==> src/sv/dtt_pkg.sv <==
package dtt_pkg;

	// Widths of the cycle count and of the nanoseconds-per-second factor.
	localparam int CYC_W  = 32;
	localparam int NSEC_W = 30;

	localparam logic [NSEC_W-1:0] NS_PER_SEC = NSEC_W'(1000000000);

	// Command codes as they arrive on the operation port.
	typedef enum logic [1:0] {
		OP_SET     = 2'd0,
		OP_STOP    = 2'd1,
		OP_SERVICE = 2'd2,
		OP_BAD     = 2'd3
	} op_e;

	// Result codes as they leave on the kind port.
	typedef enum logic [1:0] {
		KIND_OK    = 2'd0,
		KIND_FAIL  = 2'd1,
		KIND_FIRED = 2'd2,
		KIND_DONE  = 2'd3
	} kind_e;

	// Command fields that travel from the front end to the slot engine.
	typedef struct packed {
		op_e         op;
		logic [15:0] handle;
		logic [7:0]  queue_id;
		logic [31:0] message;
		logic [63:0] now;
	} cmd_t;

endpackage

==> src/sv/deadline_timer_table_core.sv <==
// A set converts its interval and, when its countdown is nonzero, its countdown before it
// reaches the slot engine; stop and service go straight there, and a bad opcode skips the scan.
// Fired results come one a cycle during the scan; the receiver cannot stall them.
// The front end can accept a new transaction while the slot engine works on earlier ones; busy
// is high from acceptance until the push, which waits while the two-entry queue to the slot engine is full.
// After reset all slots are free and the block is idle.
module deadline_timer_table_core #(
	parameter int          SLOTS      = 8,
	parameter int unsigned COUNTER_HZ = 46875000
) (
	input  logic        clk,
	input  logic        arst_n,
	input  logic        start,
	output logic        busy,
	input  logic [1:0]  operation,
	input  logic [15:0] handle,
	input  logic [31:0] countdown,
	input  logic [31:0] interval,
	input  logic [7:0]  queue_id,
	input  logic [31:0] message,
	input  logic [63:0] now,
	output logic        strobe,
	output logic [1:0]  kind,
	output logic [15:0] fired_handle,
	output logic [7:0]  fired_queue,
	output logic [31:0] fired_message,
	output logic        last
);

	// Widest nanosecond value that a 32-bit cycle count converts to.
	localparam logic [63:0] MAX_NS = (64'hFFFF_FFFF * 64'd1000000000) / 64'(COUNTER_HZ);
	localparam int NS_W  = $clog2(MAX_NS + 64'd1);
	localparam int ENT_W = $bits(dtt_pkg::cmd_t) + 2 * NS_W;

	logic               f_push;
	logic               q_full;
	logic               q_empty;
	logic               b_pop;
	dtt_pkg::cmd_t      f_cmd;
	logic [NS_W-1:0]    f_first;
	logic [NS_W-1:0]    f_period;
	logic [ENT_W-1:0]   q_din;
	logic [ENT_W-1:0]   q_dout;
	dtt_pkg::cmd_t      b_cmd;
	logic [NS_W-1:0]    b_first;
	logic [NS_W-1:0]    b_period;

	// Front end: accepts transactions and converts cycle counts to nanoseconds.
	dtt_front #(
		.COUNTER_HZ (COUNTER_HZ),
		.NS_W       (NS_W)
	) u_front (
		.clk       (clk),
		.arst_n    (arst_n),
		.start     (start),
		.busy      (busy),
		.operation (operation),
		.handle    (handle),
		.countdown (countdown),
		.interval  (interval),
		.queue_id  (queue_id),
		.message   (message),
		.now       (now),
		.push      (f_push),
		.full      (q_full),
		.cmd       (f_cmd),
		.first_ns  (f_first),
		.period_ns (f_period)
	);

	assign q_din = {f_cmd, f_first, f_period};

	// Queue between the two halves.
	dtt_queue #(
		.W (ENT_W)
	) u_queue (
		.clk    (clk),
		.arst_n (arst_n),
		.push   (f_push),
		.din    (q_din),
		.full   (q_full),
		.pop    (b_pop),
		.dout   (q_dout),
		.empty  (q_empty)
	);

	assign {b_cmd, b_first, b_period} = q_dout;

	// Slot engine: scans the table and produces results.
	dtt_back #(
		.SLOTS (SLOTS),
		.NS_W  (NS_W)
	) u_back (
		.clk           (clk),
		.arst_n        (arst_n),
		.empty         (q_empty),
		.pop           (b_pop),
		.cmd           (b_cmd),
		.first_ns      (b_first),
		.period_ns     (b_period),
		.strobe        (strobe),
		.kind          (kind),
		.fired_handle  (fired_handle),
		.fired_queue   (fired_queue),
		.fired_message (fired_message),
		.last          (last)
	);

	// The front end is busy in the cycle after it accepts a transaction.
	a_accept_busy: assert property (@(posedge clk) disable iff (!arst_n)
		start && !busy |=> busy)
		else $error("front end not busy after accepting a transaction");

	// Fired results never close a transaction; done results always do.
	a_fired_not_last: assert property (@(posedge clk) disable iff (!arst_n)
		strobe && kind == dtt_pkg::KIND_FIRED |-> !last)
		else $error("fired result marked last");

	a_done_last: assert property (@(posedge clk) disable iff (!arst_n)
		strobe && kind == dtt_pkg::KIND_DONE |-> last)
		else $error("done result not marked last");

	// Timer fields are zero on every result that is not a fire.
	a_fields_zero: assert property (@(posedge clk) disable iff (!arst_n)
		strobe && kind != dtt_pkg::KIND_FIRED |->
		fired_handle == 16'd0 && fired_queue == 8'd0 && fired_message == 32'd0)
		else $error("timer fields set on a non-fire result");

endmodule

==> src/sv/dtt_queue.sv <==
module dtt_queue #(
	parameter int W = 8
) (
	input  logic         clk,
	input  logic         arst_n,
	input  logic         push,
	input  logic [W-1:0] din,
	output logic         full,
	input  logic         pop,
	output logic [W-1:0] dout,
	output logic         empty
);

	// Two-entry circular buffer between the front end and the slot engine.
	logic [W-1:0] mem_q [2];
	logic         wp_q;
	logic         rp_q;
	logic [1:0]   cnt_q;

	assign full  = (cnt_q == 2'd2);
	assign empty = (cnt_q == 2'd0);
	assign dout  = mem_q[rp_q];

	// Pointers and fill count.
	always_ff @(posedge clk or negedge arst_n) begin
		if (!arst_n) begin
			wp_q  <= 1'b0;
			rp_q  <= 1'b0;
			cnt_q <= 2'd0;
		end else begin
			if (push) wp_q <= ~wp_q;
			if (pop) rp_q <= ~rp_q;
			if (push && !pop) cnt_q <= cnt_q + 2'd1;
			else if (pop && !push) cnt_q <= cnt_q - 2'd1;
		end
	end

	// Entry storage needs no reset.
	always_ff @(posedge clk) begin
		if (push) mem_q[wp_q] <= din;
	end

endmodule

==> src/sv/dtt_front.sv <==
module dtt_front #(
	parameter int unsigned COUNTER_HZ = 46875000,
	parameter int          NS_W       = 37
) (
	input  logic               clk,
	input  logic               arst_n,
	input  logic               start,
	output logic               busy,
	input  logic [1:0]         operation,
	input  logic [15:0]        handle,
	input  logic [31:0]        countdown,
	input  logic [31:0]        interval,
	input  logic [7:0]         queue_id,
	input  logic [31:0]        message,
	input  logic [63:0]        now,
	output logic               push,
	input  logic               full,
	output dtt_pkg::cmd_t      cmd,
	output logic [NS_W-1:0]    first_ns,
	output logic [NS_W-1:0]    period_ns
);

	// Scaled reciprocal of the counter frequency. A 32-bit cycle count times it, shifted
	// right by SHIFT, gives the exact floor of cycles * 1e9 / COUNTER_HZ.
	localparam int SHIFT = dtt_pkg::CYC_W + $clog2(COUNTER_HZ);
	localparam logic [127:0] RECIP_W = ((128'(dtt_pkg::NS_PER_SEC) << SHIFT) +
		128'(COUNTER_HZ) - 128'd1) / 128'(COUNTER_HZ);
	localparam logic [63:0] RECIP = RECIP_W[63:0];

	typedef enum logic [2:0] {
		F_IDLE = 3'b001,
		F_MUL  = 3'b010,
		F_PUSH = 3'b100
	} fstate_t;

	fstate_t             state_q;
	logic                phase_q;
	logic                hi_q;
	logic [31:0]         cd_q;
	logic [31:0]         iv_q;
	logic [63:0]         lo_q;
	dtt_pkg::cmd_t       cmd_q;
	logic [NS_W-1:0]     first_q;
	logic [NS_W-1:0]     period_q;

	logic                accept;
	logic [31:0]         mul_a;
	logic [31:0]         mul_b;
	logic [63:0]         prod;
	logic [95:0]         sum;
	logic [NS_W-1:0]     ns;

	assign accept    = start && (state_q == F_IDLE);
	assign busy      = (state_q != F_IDLE);
	assign push      = (state_q == F_PUSH) && !full;
	assign cmd       = cmd_q;
	assign first_ns  = first_q;
	assign period_ns = period_q;

	// One 32 by 32 multiplier takes the low, then the high half of the reciprocal.
	assign mul_a = phase_q ? cd_q : iv_q;
	assign mul_b = hi_q ? RECIP[63:32] : RECIP[31:0];
	assign prod  = 64'(mul_a) * 64'(mul_b);
	assign sum   = {32'd0, lo_q} + {prod, 32'd0};
	assign ns    = NS_W'(sum >> SHIFT);

	// Accept a transaction, convert the interval of a set and, if nonzero, its countdown,
	// then hand it on.
	always_ff @(posedge clk or negedge arst_n) begin
		if (!arst_n) begin
			state_q  <= F_IDLE;
			phase_q  <= 1'b0;
			hi_q     <= 1'b0;
			cd_q     <= '0;
			iv_q     <= '0;
			lo_q     <= '0;
			cmd_q    <= '0;
			first_q  <= '0;
			period_q <= '0;
		end else begin
			case (state_q)
				F_IDLE: begin
					if (accept) begin
						cmd_q.op       <= dtt_pkg::op_e'(operation);
						cmd_q.handle   <= handle;
						cmd_q.queue_id <= queue_id;
						cmd_q.message  <= message;
						cmd_q.now      <= now;
						cd_q           <= countdown;
						iv_q           <= interval;
						phase_q        <= 1'b0;
						hi_q           <= 1'b0;
						if (dtt_pkg::op_e'(operation) == dtt_pkg::OP_SET) state_q <= F_MUL;
						else state_q <= F_PUSH;
					end
				end
				F_MUL: begin
					if (!hi_q) begin
						lo_q <= prod;
						hi_q <= 1'b1;
					end else begin
						hi_q    <= 1'b0;
						first_q <= ns;
						if (!phase_q) begin
							period_q <= ns;
							if (cd_q != 32'd0) phase_q <= 1'b1;
							else state_q <= F_PUSH;
						end else begin
							state_q <= F_PUSH;
						end
					end
				end
				F_PUSH: begin
					if (!full) state_q <= F_IDLE;
				end
				default: state_q <= F_IDLE;
			endcase
		end
	end

endmodule

==> src/sv/dtt_back.sv <==
module dtt_back #(
	parameter int SLOTS = 8,
	parameter int NS_W  = 37
) (
	input  logic            clk,
	input  logic            arst_n,
	input  logic            empty,
	output logic            pop,
	input  dtt_pkg::cmd_t   cmd,
	input  logic [NS_W-1:0] first_ns,
	input  logic [NS_W-1:0] period_ns,
	output logic            strobe,
	output logic [1:0]      kind,
	output logic [15:0]     fired_handle,
	output logic [7:0]      fired_queue,
	output logic [31:0]     fired_message,
	output logic            last
);

	localparam int IDX_W = (SLOTS > 1) ? $clog2(SLOTS) : 1;
	localparam logic [IDX_W-1:0] LAST_IDX = IDX_W'(SLOTS - 1);

	typedef struct packed {
		logic [15:0]     handle;
		logic [63:0]     deadline;
		logic [NS_W-1:0] period;
		logic [7:0]      queue_id;
		logic [31:0]     message;
	} slot_t;

	typedef enum logic [2:0] {
		B_IDLE   = 3'b001,
		B_SCAN   = 3'b010,
		B_FINISH = 3'b100
	} bstate_t;

	slot_t              mem_q [SLOTS];
	logic [SLOTS-1:0]   active_q;
	bstate_t            state_q;
	dtt_pkg::cmd_t      cur_q;
	logic [NS_W-1:0]    cur_first_q;
	logic [NS_W-1:0]    cur_period_q;
	logic [IDX_W-1:0]   a_q;
	logic               rd_go_q;
	logic               v_s1;
	logic [IDX_W-1:0]   idx_s1;
	slot_t              rdata_s1;
	logic               free_found_q;
	logic [IDX_W-1:0]   free_idx_q;

	logic               strobe_q;
	dtt_pkg::kind_e     kind_q;
	logic [15:0]        fhandle_q;
	logic [7:0]         fqueue_q;
	logic [31:0]        fmsg_q;
	logic               last_q;

	logic               act;
	logic               hmatch;
	logic               due;
	logic               stop_hit;
	logic               we;
	logic [IDX_W-1:0]   wa;
	slot_t              wd;
	dtt_pkg::kind_e     fin_kind;

	assign strobe        = strobe_q;
	assign kind          = kind_q;
	assign fired_handle  = fhandle_q;
	assign fired_queue   = fqueue_q;
	assign fired_message = fmsg_q;
	assign last          = last_q;

	assign pop = (state_q == B_IDLE) && !empty;

	// Tests on the slot whose entry was read in the previous cycle.
	assign act      = active_q[idx_s1];
	assign hmatch   = (rdata_s1.handle == cur_q.handle);
	assign due      = (cur_q.now >= rdata_s1.deadline);
	assign stop_hit = (state_q == B_SCAN) && v_s1 && (cur_q.op == dtt_pkg::OP_STOP) &&
		act && hmatch;

	// Final result of a transaction that scans to the end or has a bad opcode.
	always_comb begin
		case (cur_q.op)
			dtt_pkg::OP_SET:     fin_kind = free_found_q ? dtt_pkg::KIND_OK : dtt_pkg::KIND_FAIL;
			dtt_pkg::OP_SERVICE: fin_kind = dtt_pkg::KIND_DONE;
			default:             fin_kind = dtt_pkg::KIND_FAIL;
		endcase
	end

	// Slot memory write: shared-handle rewrite, periodic advance, or new timer.
	always_comb begin
		we = 1'b0;
		wa = idx_s1;
		wd = rdata_s1;
		if (state_q == B_SCAN && v_s1 && act) begin
			if (cur_q.op == dtt_pkg::OP_SET && hmatch) begin
				we          = 1'b1;
				wd.queue_id = cur_q.queue_id;
				wd.message  = cur_q.message;
			end else if (cur_q.op == dtt_pkg::OP_SERVICE && due &&
				rdata_s1.period != '0) begin
				we          = 1'b1;
				wd.deadline = rdata_s1.deadline + 64'(rdata_s1.period);
			end
		end else if (state_q == B_FINISH && cur_q.op == dtt_pkg::OP_SET && free_found_q) begin
			we          = 1'b1;
			wa          = free_idx_q;
			wd.handle   = cur_q.handle;
			wd.deadline = cur_q.now + 64'(cur_first_q);
			wd.period   = cur_period_q;
			wd.queue_id = cur_q.queue_id;
			wd.message  = cur_q.message;
		end
	end

	// Slot memory with one write port and one registered read port.
	always_ff @(posedge clk) begin
		if (we) mem_q[wa] <= wd;
		rdata_s1 <= mem_q[a_q];
	end

	// Scan sequencer, active bits and result register.
	always_ff @(posedge clk or negedge arst_n) begin
		if (!arst_n) begin
			state_q      <= B_IDLE;
			active_q     <= '0;
			cur_q        <= '0;
			cur_first_q  <= '0;
			cur_period_q <= '0;
			a_q          <= '0;
			rd_go_q      <= 1'b0;
			v_s1         <= 1'b0;
			idx_s1       <= '0;
			free_found_q <= 1'b0;
			free_idx_q   <= '0;
			strobe_q     <= 1'b0;
			kind_q       <= dtt_pkg::KIND_OK;
			fhandle_q    <= '0;
			fqueue_q     <= '0;
			fmsg_q       <= '0;
			last_q       <= 1'b0;
		end else begin
			strobe_q  <= 1'b0;
			kind_q    <= dtt_pkg::KIND_OK;
			fhandle_q <= '0;
			fqueue_q  <= '0;
			fmsg_q    <= '0;
			last_q    <= 1'b0;
			idx_s1    <= a_q;
			v_s1      <= 1'b0;
			case (state_q)
				B_IDLE: begin
					if (!empty) begin
						cur_q        <= cmd;
						cur_first_q  <= first_ns;
						cur_period_q <= period_ns;
						a_q          <= '0;
						free_found_q <= 1'b0;
						free_idx_q   <= '0;
						if (cmd.op == dtt_pkg::OP_BAD) begin
							state_q <= B_FINISH;
						end else begin
							rd_go_q <= 1'b1;
							state_q <= B_SCAN;
						end
					end
				end
				B_SCAN: begin
					if (rd_go_q) begin
						v_s1 <= 1'b1;
						if (a_q == LAST_IDX) rd_go_q <= 1'b0;
						else a_q <= a_q + IDX_W'(1);
					end
					if (v_s1) begin
						case (cur_q.op)
							dtt_pkg::OP_SET: begin
								if (!act && !free_found_q) begin
									free_found_q <= 1'b1;
									free_idx_q   <= idx_s1;
								end
							end
							dtt_pkg::OP_SERVICE: begin
								if (act && due) begin
									strobe_q  <= 1'b1;
									kind_q    <= dtt_pkg::KIND_FIRED;
									fhandle_q <= rdata_s1.handle;
									fqueue_q  <= rdata_s1.queue_id;
									fmsg_q    <= rdata_s1.message;
									if (rdata_s1.period == '0) active_q[idx_s1] <= 1'b0;
								end
							end
							default: ;
						endcase
						if (stop_hit) begin
							active_q[idx_s1] <= 1'b0;
							strobe_q         <= 1'b1;
							kind_q           <= dtt_pkg::KIND_OK;
							last_q           <= 1'b1;
							rd_go_q          <= 1'b0;
							v_s1             <= 1'b0;
							state_q          <= B_IDLE;
						end else if (idx_s1 == LAST_IDX) begin
							state_q <= B_FINISH;
						end
					end
				end
				B_FINISH: begin
					strobe_q <= 1'b1;
					kind_q   <= fin_kind;
					last_q   <= 1'b1;
					if (cur_q.op == dtt_pkg::OP_SET && free_found_q)
						active_q[free_idx_q] <= 1'b1;
					state_q <= B_IDLE;
				end
				default: state_q <= B_IDLE;
			endcase
		end
	end

endmodule
==> config.mk <==
export PLATFORM = sky130hd
export DESIGN_NAME = deadline_timer_table_core
export DESIGN_NICKNAME = d
export VERILOG_FILES = /design/src/sv/dtt_pkg.sv /design/src/sv/deadline_timer_table_core.sv /design/src/sv/dtt_queue.sv /design/src/sv/dtt_front.sv /design/src/sv/dtt_back.sv
export SDC_FILE = /design/constraint.sdc
export NUM_CORES = 2
export LEC_CHECK = 0
export BUFFER_PORTS_ARGS = -buffer_cell sky130_fd_sc_hd__buf_2
export CORE_MARGIN = 2
export CORE_UTILIZATION = 57
export CTS_BUF_LIST = sky130_fd_sc_hd__clkbuf_4 sky130_fd_sc_hd__clkbuf_8 sky130_fd_sc_hd__clkbuf_16
export DETAILED_ROUTE_END_ITERATION = 12
export GPL_TIMING_DRIVEN = 0
export PLACE_DENSITY = 0.74
export SKIP_CTS_REPAIR_TIMING = 1
export SYNTH_ARGS = -nofsm -noshare
export SYNTH_HDL_FRONTEND = slang
export SYNTH_HIERARCHICAL = 1
export SYNTH_SLANG_ARGS = --single-unit
==> constraint.sdc <==
create_clock -name clk -period 14.95 [get_ports clk]
set_input_delay 2.99 -clock clk [delete_from_list [all_inputs] [get_ports clk]]
set_output_delay 2.99 -clock clk [all_outputs]
set_load 0.005 [all_outputs]
Word level (Yosys, flattened, before mapping) --
Memories as Yosys holds them, arrays and structs flattened. A register that Yosys moved wholly into a read port is not among the register bits. Cells that the tools add are included.
Operators by class: add/subtract/negate cells 6, multiply operators 1, div/mod/pow operators 0, order comparisons 5, equal/unequal tests 27, shift operators 0, mux-type cells 108, bitwise gates (word level) 9, reduce and logical (&&, ||, !) cells 49
Operators by type and width (count):
- 2-to-1 mux 64 bit | 3
- 2-to-1 mux 32 bit | 5
- 2-to-1 mux 157 bit | 1
- adder 64 x 37 -> 64 bit | 2
- 2-to-1 mux 8 bit | 12
- adder 64 x 95 -> 95 bit | 1
- 2-to-1 mux 16 bit | 5
- 2-to-1 mux 40 bit | 2
- >= comparator 64 bit | 1
- multiplier 32 x 31 -> 63 bit | 1
- 2-to-1 mux 3 bit | 19
- zero test 37 bit | 1
- 2-to-1 mux 1 bit | 37
- 2-to-1 mux 37 bit | 1
- nonzero test 37 bit | 1
- nonzero test 32 bit | 1
- logical AND 1 bit | 20
- one-hot mux 3 bit (2 select lines) | 3
- AND 8 bit | 2
- equality test 16 bit | 1
- one-hot mux 8 bit (2 select lines) | 1
- AND reduction 3 bit | 5
- 2-to-1 mux 2 bit | 7
- != test 2 bit (second input constant) | 7
- other kinds (27) | 66
Storage, ports and cells: flip-flop bits (word level) 612, bits in latches 0, RAM bits 1648, ROM bits 0, bits of input ports 189, output and inout port bits 61, word-level logic and storage cells 244, memories 2
Memory list:
- u_back.mem_q | depth 8, width 157, read ports 1, clocked after Yosys merged registers in 1, wr ports 1, line dtt_back.sv:37 | slot_t mem_q [SLOTS];
- u_queue.mem_q | depth 2, width 196, read ports 1, clocked after Yosys merged registers in 0, wr ports 1, line dtt_queue.sv:15 | logic [W-1:0] mem_q [2];

Logic depth before layout (Yosys ltp) --
depth in word-level cells 15, depth in mapped cells 39, mapped depth without buffers 36

Modules after synthesis --
The synthesis kept the hierarchy.
By module, submodules not included:
- dtt_back | times used 1, cells each 4076, area an instance 69480.4 um^2, sequential area each 47842.1 um^2
- dtt_front | times used 1, cells each 3099, area an instance 31821.8 um^2, sequential area each 7408.4 um^2
- dtt_queue | times used 1, cells each 626, area an instance 14863.0 um^2, sequential area each 11871.4 um^2

Worst setup path before layout --
Ideal clock, no wire load.
kind reg2reg, start reg u_front.state_q[1], end mem u_queue/mem_q[0][0] in the netlist's numbering, enable pin, setup time 779 ps, arrival 9741 ps, required time 14171 ps, path slack 4430 ps, cell stages (with the launch flop) 4, buffers on the path 1, period minus slack after synthesis 10520 ps, cell sequence dfrtp_1 > clkbuf_1 > nor4b_1 > nor2b_1
On the way: longest elaborated chain between the ends 4
RTL lines:
- start: declaration | line dtt_front.sv:36 | fstate_t state_q;
- start signal: assignment | line dtt_front.sv:71 | state_q <= F_IDLE;
- start signal: assignment | line dtt_front.sv:93 | if (dtt_pkg::op_e'(operation) == dtt_pkg::OP_SET) state_q <= F_MUL;
- start signal: assignment | line dtt_front.sv:94 | else state_q <= F_PUSH;
- equality test 3 bit | line dtt_front.sv:55 | assign push = (state_q == F_PUSH) && !full;
- logical AND 1 bit | line dtt_front.sv:55
- via f_push | line deadline_timer_table_core.sv:35 | logic f_push;
- 2-to-1 mux 1 bit | line dtt_queue.sv:40 | if (push) mem_q[wp_q] <= din;
- 2-to-1 mux 1 bit (implied by the code) | line dtt_queue.sv:40
- end: declaration | line dtt_queue.sv:15
The timed path passes the listed nets, and every way through them passes these cells.

Worst setup path after layout --
start reg u_front.phase_q, end reg u_front.first_q[36] (netlist: u_front/first_ns[36])
On the way: longest elaborated chain between the ends 3
RTL lines:
- start: declaration | line dtt_front.sv:37 | logic phase_q;
- start signal: assignment | line dtt_front.sv:72 | phase_q <= 1'b0;
- start signal: assignment | line dtt_front.sv:91 | phase_q <= 1'b0;
- start signal: assignment | line dtt_front.sv:106 | if (cd_q != 32'd0) phase_q <= 1'b1;
- 2-to-1 mux 32 bit | line dtt_front.sv:61 | assign mul_a = phase_q ? cd_q : iv_q;
- multiplier 32 x 31 -> 63 bit | line dtt_front.sv:63 | assign prod = 64'(mul_a) * 64'(mul_b);
- adder 64 x 95 -> 95 bit | line dtt_front.sv:64 | assign sum = {32'd0, lo_q} + {prod, 32'd0};
- end signal: assignment | line dtt_front.sv:103 | first_q <= ns;
- end: declaration | line dtt_front.sv:43 | logic [NS_W-1:0] first_q;
No other way between the ends. A chain may end at the register's enable or synchronous reset.

==> impl_metrics.ini <==
[clocking]
clkTransAtPathRegs_ns = 0.07
cts_tree = yes
numCtsBuffers = 230
clock_latency_ns = 0.90
clockBufferDepth = 3
clock-root-buffer = clkbuf_16
ctsHtreeMaxLevel = 4
cts.sinks = 2384

[worst_setup_path]
cp.arrival_ns = 13.62
critical_path_class = reg -> reg
rr_endpoint = u_front/first_ns[36]$_DFFE_PN0P_
endpoint_kind = flip-flop
worstPathRequired_ns = 15.60
crit_path_start = u_front/phase_q$_DFFE_PN0P_
worstPathMaxFanout = 10
r2r_cells = 38
r2r-start = u_front/phase_q$_DFFE_PN0P_
crit_end = u_front/first_ns[36]$_DFFE_PN0P_
critPathMaxStageDelay_ns = 0.86
start_kind = flip-flop
critical-path-slowest-cell = buf_1
ff2ff_setup_slack_ns = 1.98

[floorplan]
dieArea_um2 = 207400
initial_core_util = 0.5742
core_um2 = 202300
die-height_um = 455.4
row_count = 165
die_w_um = 455.4
num_io_pins = 250

[sta]
skew_ns = 0.1086
rsz0062_at_grt = no
fin_crit_sh = 0.8673
hold_viol = 0
fmax_ghz = 0.07712
setup_violations = 0
max_slew_margin = -0.02141
slew_viol_final = 23
tightest_slew_ns = 1.532
fin_crit_ns = 12.97

[synth]
synth_ff_type = edfxtp_1
synth_top_area_share = 0.4260
synth_seq_area_share = 0.5778
netlist_instances = 7801
synthArstFlopShare = 0.2429
ys_seq_elements = 2384
synth.distinct_cells = 113
synth_edf_count = 1648
synth_largest_area_cell = edfxtp_1
synth_area_leaders = edfxtp_1 (43%), dfrtp_1 (12%), mux2_2 (6.5%), fa_1 (6.5%), mux4_2 (6.1%)
ys.warnings.count = 6
syn_avg_cell_area_um2 = 14.89
synth_area_um2 = 116200
synth_nets = 8912

[cells_and_area]
layout-drive-gt1-share = 0.2339
multi_input_area_um2 = 45540
num-fill-cells = 14250
stdcell_area_um2 = 130500
area_growth_pct = 12.33
final_common_cell = edfxtp_1
nets = 9470
seqCellArea_um2 = 67120
layout_common_cells = edfxtp_1 (1648), mux2_2 (673), inv_1 (608)

[grt]
grt_pass1_wl_um = 457200
grt_overflow = 0
grt_pass1_vias = 71270
grt_usage = 0.2978
grt_max_degree = 122
antenna_found_initial = 7

[drt]
via_per_inst = 6.136
dr_total_vias = 69040
drtIter0Drc = 6849
routedWlPerCell_um = 27.50
drtPass1Iterations = 6
wl_um = 309400
remaining_drc_errors = 0
ant_nets = 0

[placed_design]
place_congestion = 1.008
dp_hpwl_um = 229500
portBuffers = 249
place_area_um2 = 122500

[hold_path]
hold_path_class = reg -> reg

[run]
cap_violations = 2

[status]
violations = max-capacitance violations, max-slew violations
status = complete, but fails checks
logic make-up (layout without fill, tap and decap cells):
kind of cell / count (synthesis) / after routing / share of synthesized area
buffers and inverters: 910 / 1678 / 0.03096
other: 1 / 12 / 0.00003228
adder cells (fa/ha/maj): 922 / 922 / 0.1237
multiplexers: 1133 / 1133 / 0.1445
AND/OR/NAND/NOR: 1334 / 1334 / 0.05634
XOR/XNOR: 218 / 218 / 0.01644
flip-flops: 2384 / 2384 / 0.5778
AO/OA/AOI/OAI: 899 / 899 / 0.05024
registers in the layout (all words and copies together) (netlist names), 8 cells and up:
signal and flops:
u_back/cur_period_q 37, u_back/mem_q 1256, u_queue/mem_q 392, u_back/fired_handle 16, u_front/period_ns 37, u_back/cur_q 122
u_front/first_ns 37, u_back/active_q 8, u_front/lo_q 31, u_back/cur_first_q 37, u_back/fired_queue 8, u_back/fired_message 32
u_front/iv_q 32, u_front/cd_q 32, u_front/cmd 122, u_back/rdata_s1 157
layout make-up:
class | instances | area share
Antenna cell | 11 | 0.0002109
Multi-Input combinational cell | 4507 | 0.3490
Clock inverter | 114 | 0.009396
Tap cell | 2672 | 0.02562
Buffer | 302 | 0.01016
Inverter | 608 | 0.01749
Timing Repair Buffer | 326 | 0.02211
Clock buffer | 328 | 0.05162
Sequential cell | 2384 | 0.5144
metal layers:
metal  share of wire  up-vias  global-route usage  wire (um)
li1                -    29970                   -          -
met1            0.39    35520              0.3906     120400
met2            0.48     2938              0.4852     148800
met3           0.072      607             0.04725      22320
met4           0.058        6              0.1521      17850
met5         0.00027        -                   0         84
cell usage after synthesis, types with 24 or more instances:
master    instances
a21o_1           75
a21oi_1         230
a31oi_1          32
and2_1           89
and3_1           24
buf_1            49
buf_2            38
clkbuf_1        196
dfrtp_1         577
dfxtp_1         157
edfxtp_1       1648
fa_1            377
ha_1            545
inv_1           608
mux2_2          673
mux2_4          130
mux4_2          316
nand2_1         538
nand2b_1         34
nand3_1          84
nand4_1          82
nor2_1          208
nor2b_1          41
nor3_1           73
nor4_1           45
o211ai_1         29
o21a_1           25
o21ai_0         219
o21ai_1          28
o21bai_1         29
xnor2_1         112
xor2_1          106
worst min path at each step:
stage | endpoint | start | slack [ns] | cells after the start
after floorplan | u_back/idx_s1[1]$_DFF_PN0_ | u_back/a_q[1]$_DFFE_PN0P_ | 0.38 | 0
after global placement | u_back/idx_s1[1]$_DFF_PN0_ | u_back/a_q[1]$_DFFE_PN0P_ | 0.39 | 0
after detailed placement | u_back/idx_s1[2]$_DFF_PN0_ | u_back/a_q[2]$_DFFE_PN0P_ | 0.40 | 0
after CTS | u_queue/mem_q[1][194]$_DFFE_PP_ | u_front/cmd[120]$_DFFE_PN0P_ | 0.36 | 0
after global routing | u_queue/mem_q[0][194]$_DFFE_PP_ | u_front/cmd[120]$_DFFE_PN0P_ | 0.39 | 0
final | u_queue/mem_q[1][194]$_DFFE_PP_ | u_front/cmd[120]$_DFFE_PN0P_ | 0.37 | 0
worst max-delay path: cells and delay by family (launching register included):
kind                       cells  cell delay [ns]
AOI/OAI and AO/OA             11             2.78
xor gates and xnor gates       3             1.25
adders and majority gates     10             3.75
buffers and inverters          6             1.85
DFF                            1             0.33
muxes                          1             0.65
and+or+nand+nor                7             2.18
per-stage QoR:
step	setup WS, ns	setup TNS (ns)	hold WS [ns]	instances	util
2_1_floorplan	4.430	0	0.3758	7801	-
3_3_place_gp	-5.059	-7038.94	0.3929	10720	0.5969
3_5_place_dp	2.405	0	0.3994	10800	0.6055
4_1_cts	2.320	0	0.3589	11240	0.6448
5_1_grt	1.651	0	0.3877	11250	0.6449
6_report	1.983	0	0.3680	11250	0.6450
Power is not shown: default switching activity piles up to over one toggle a cycle in this logic, so the estimate is an artifact.
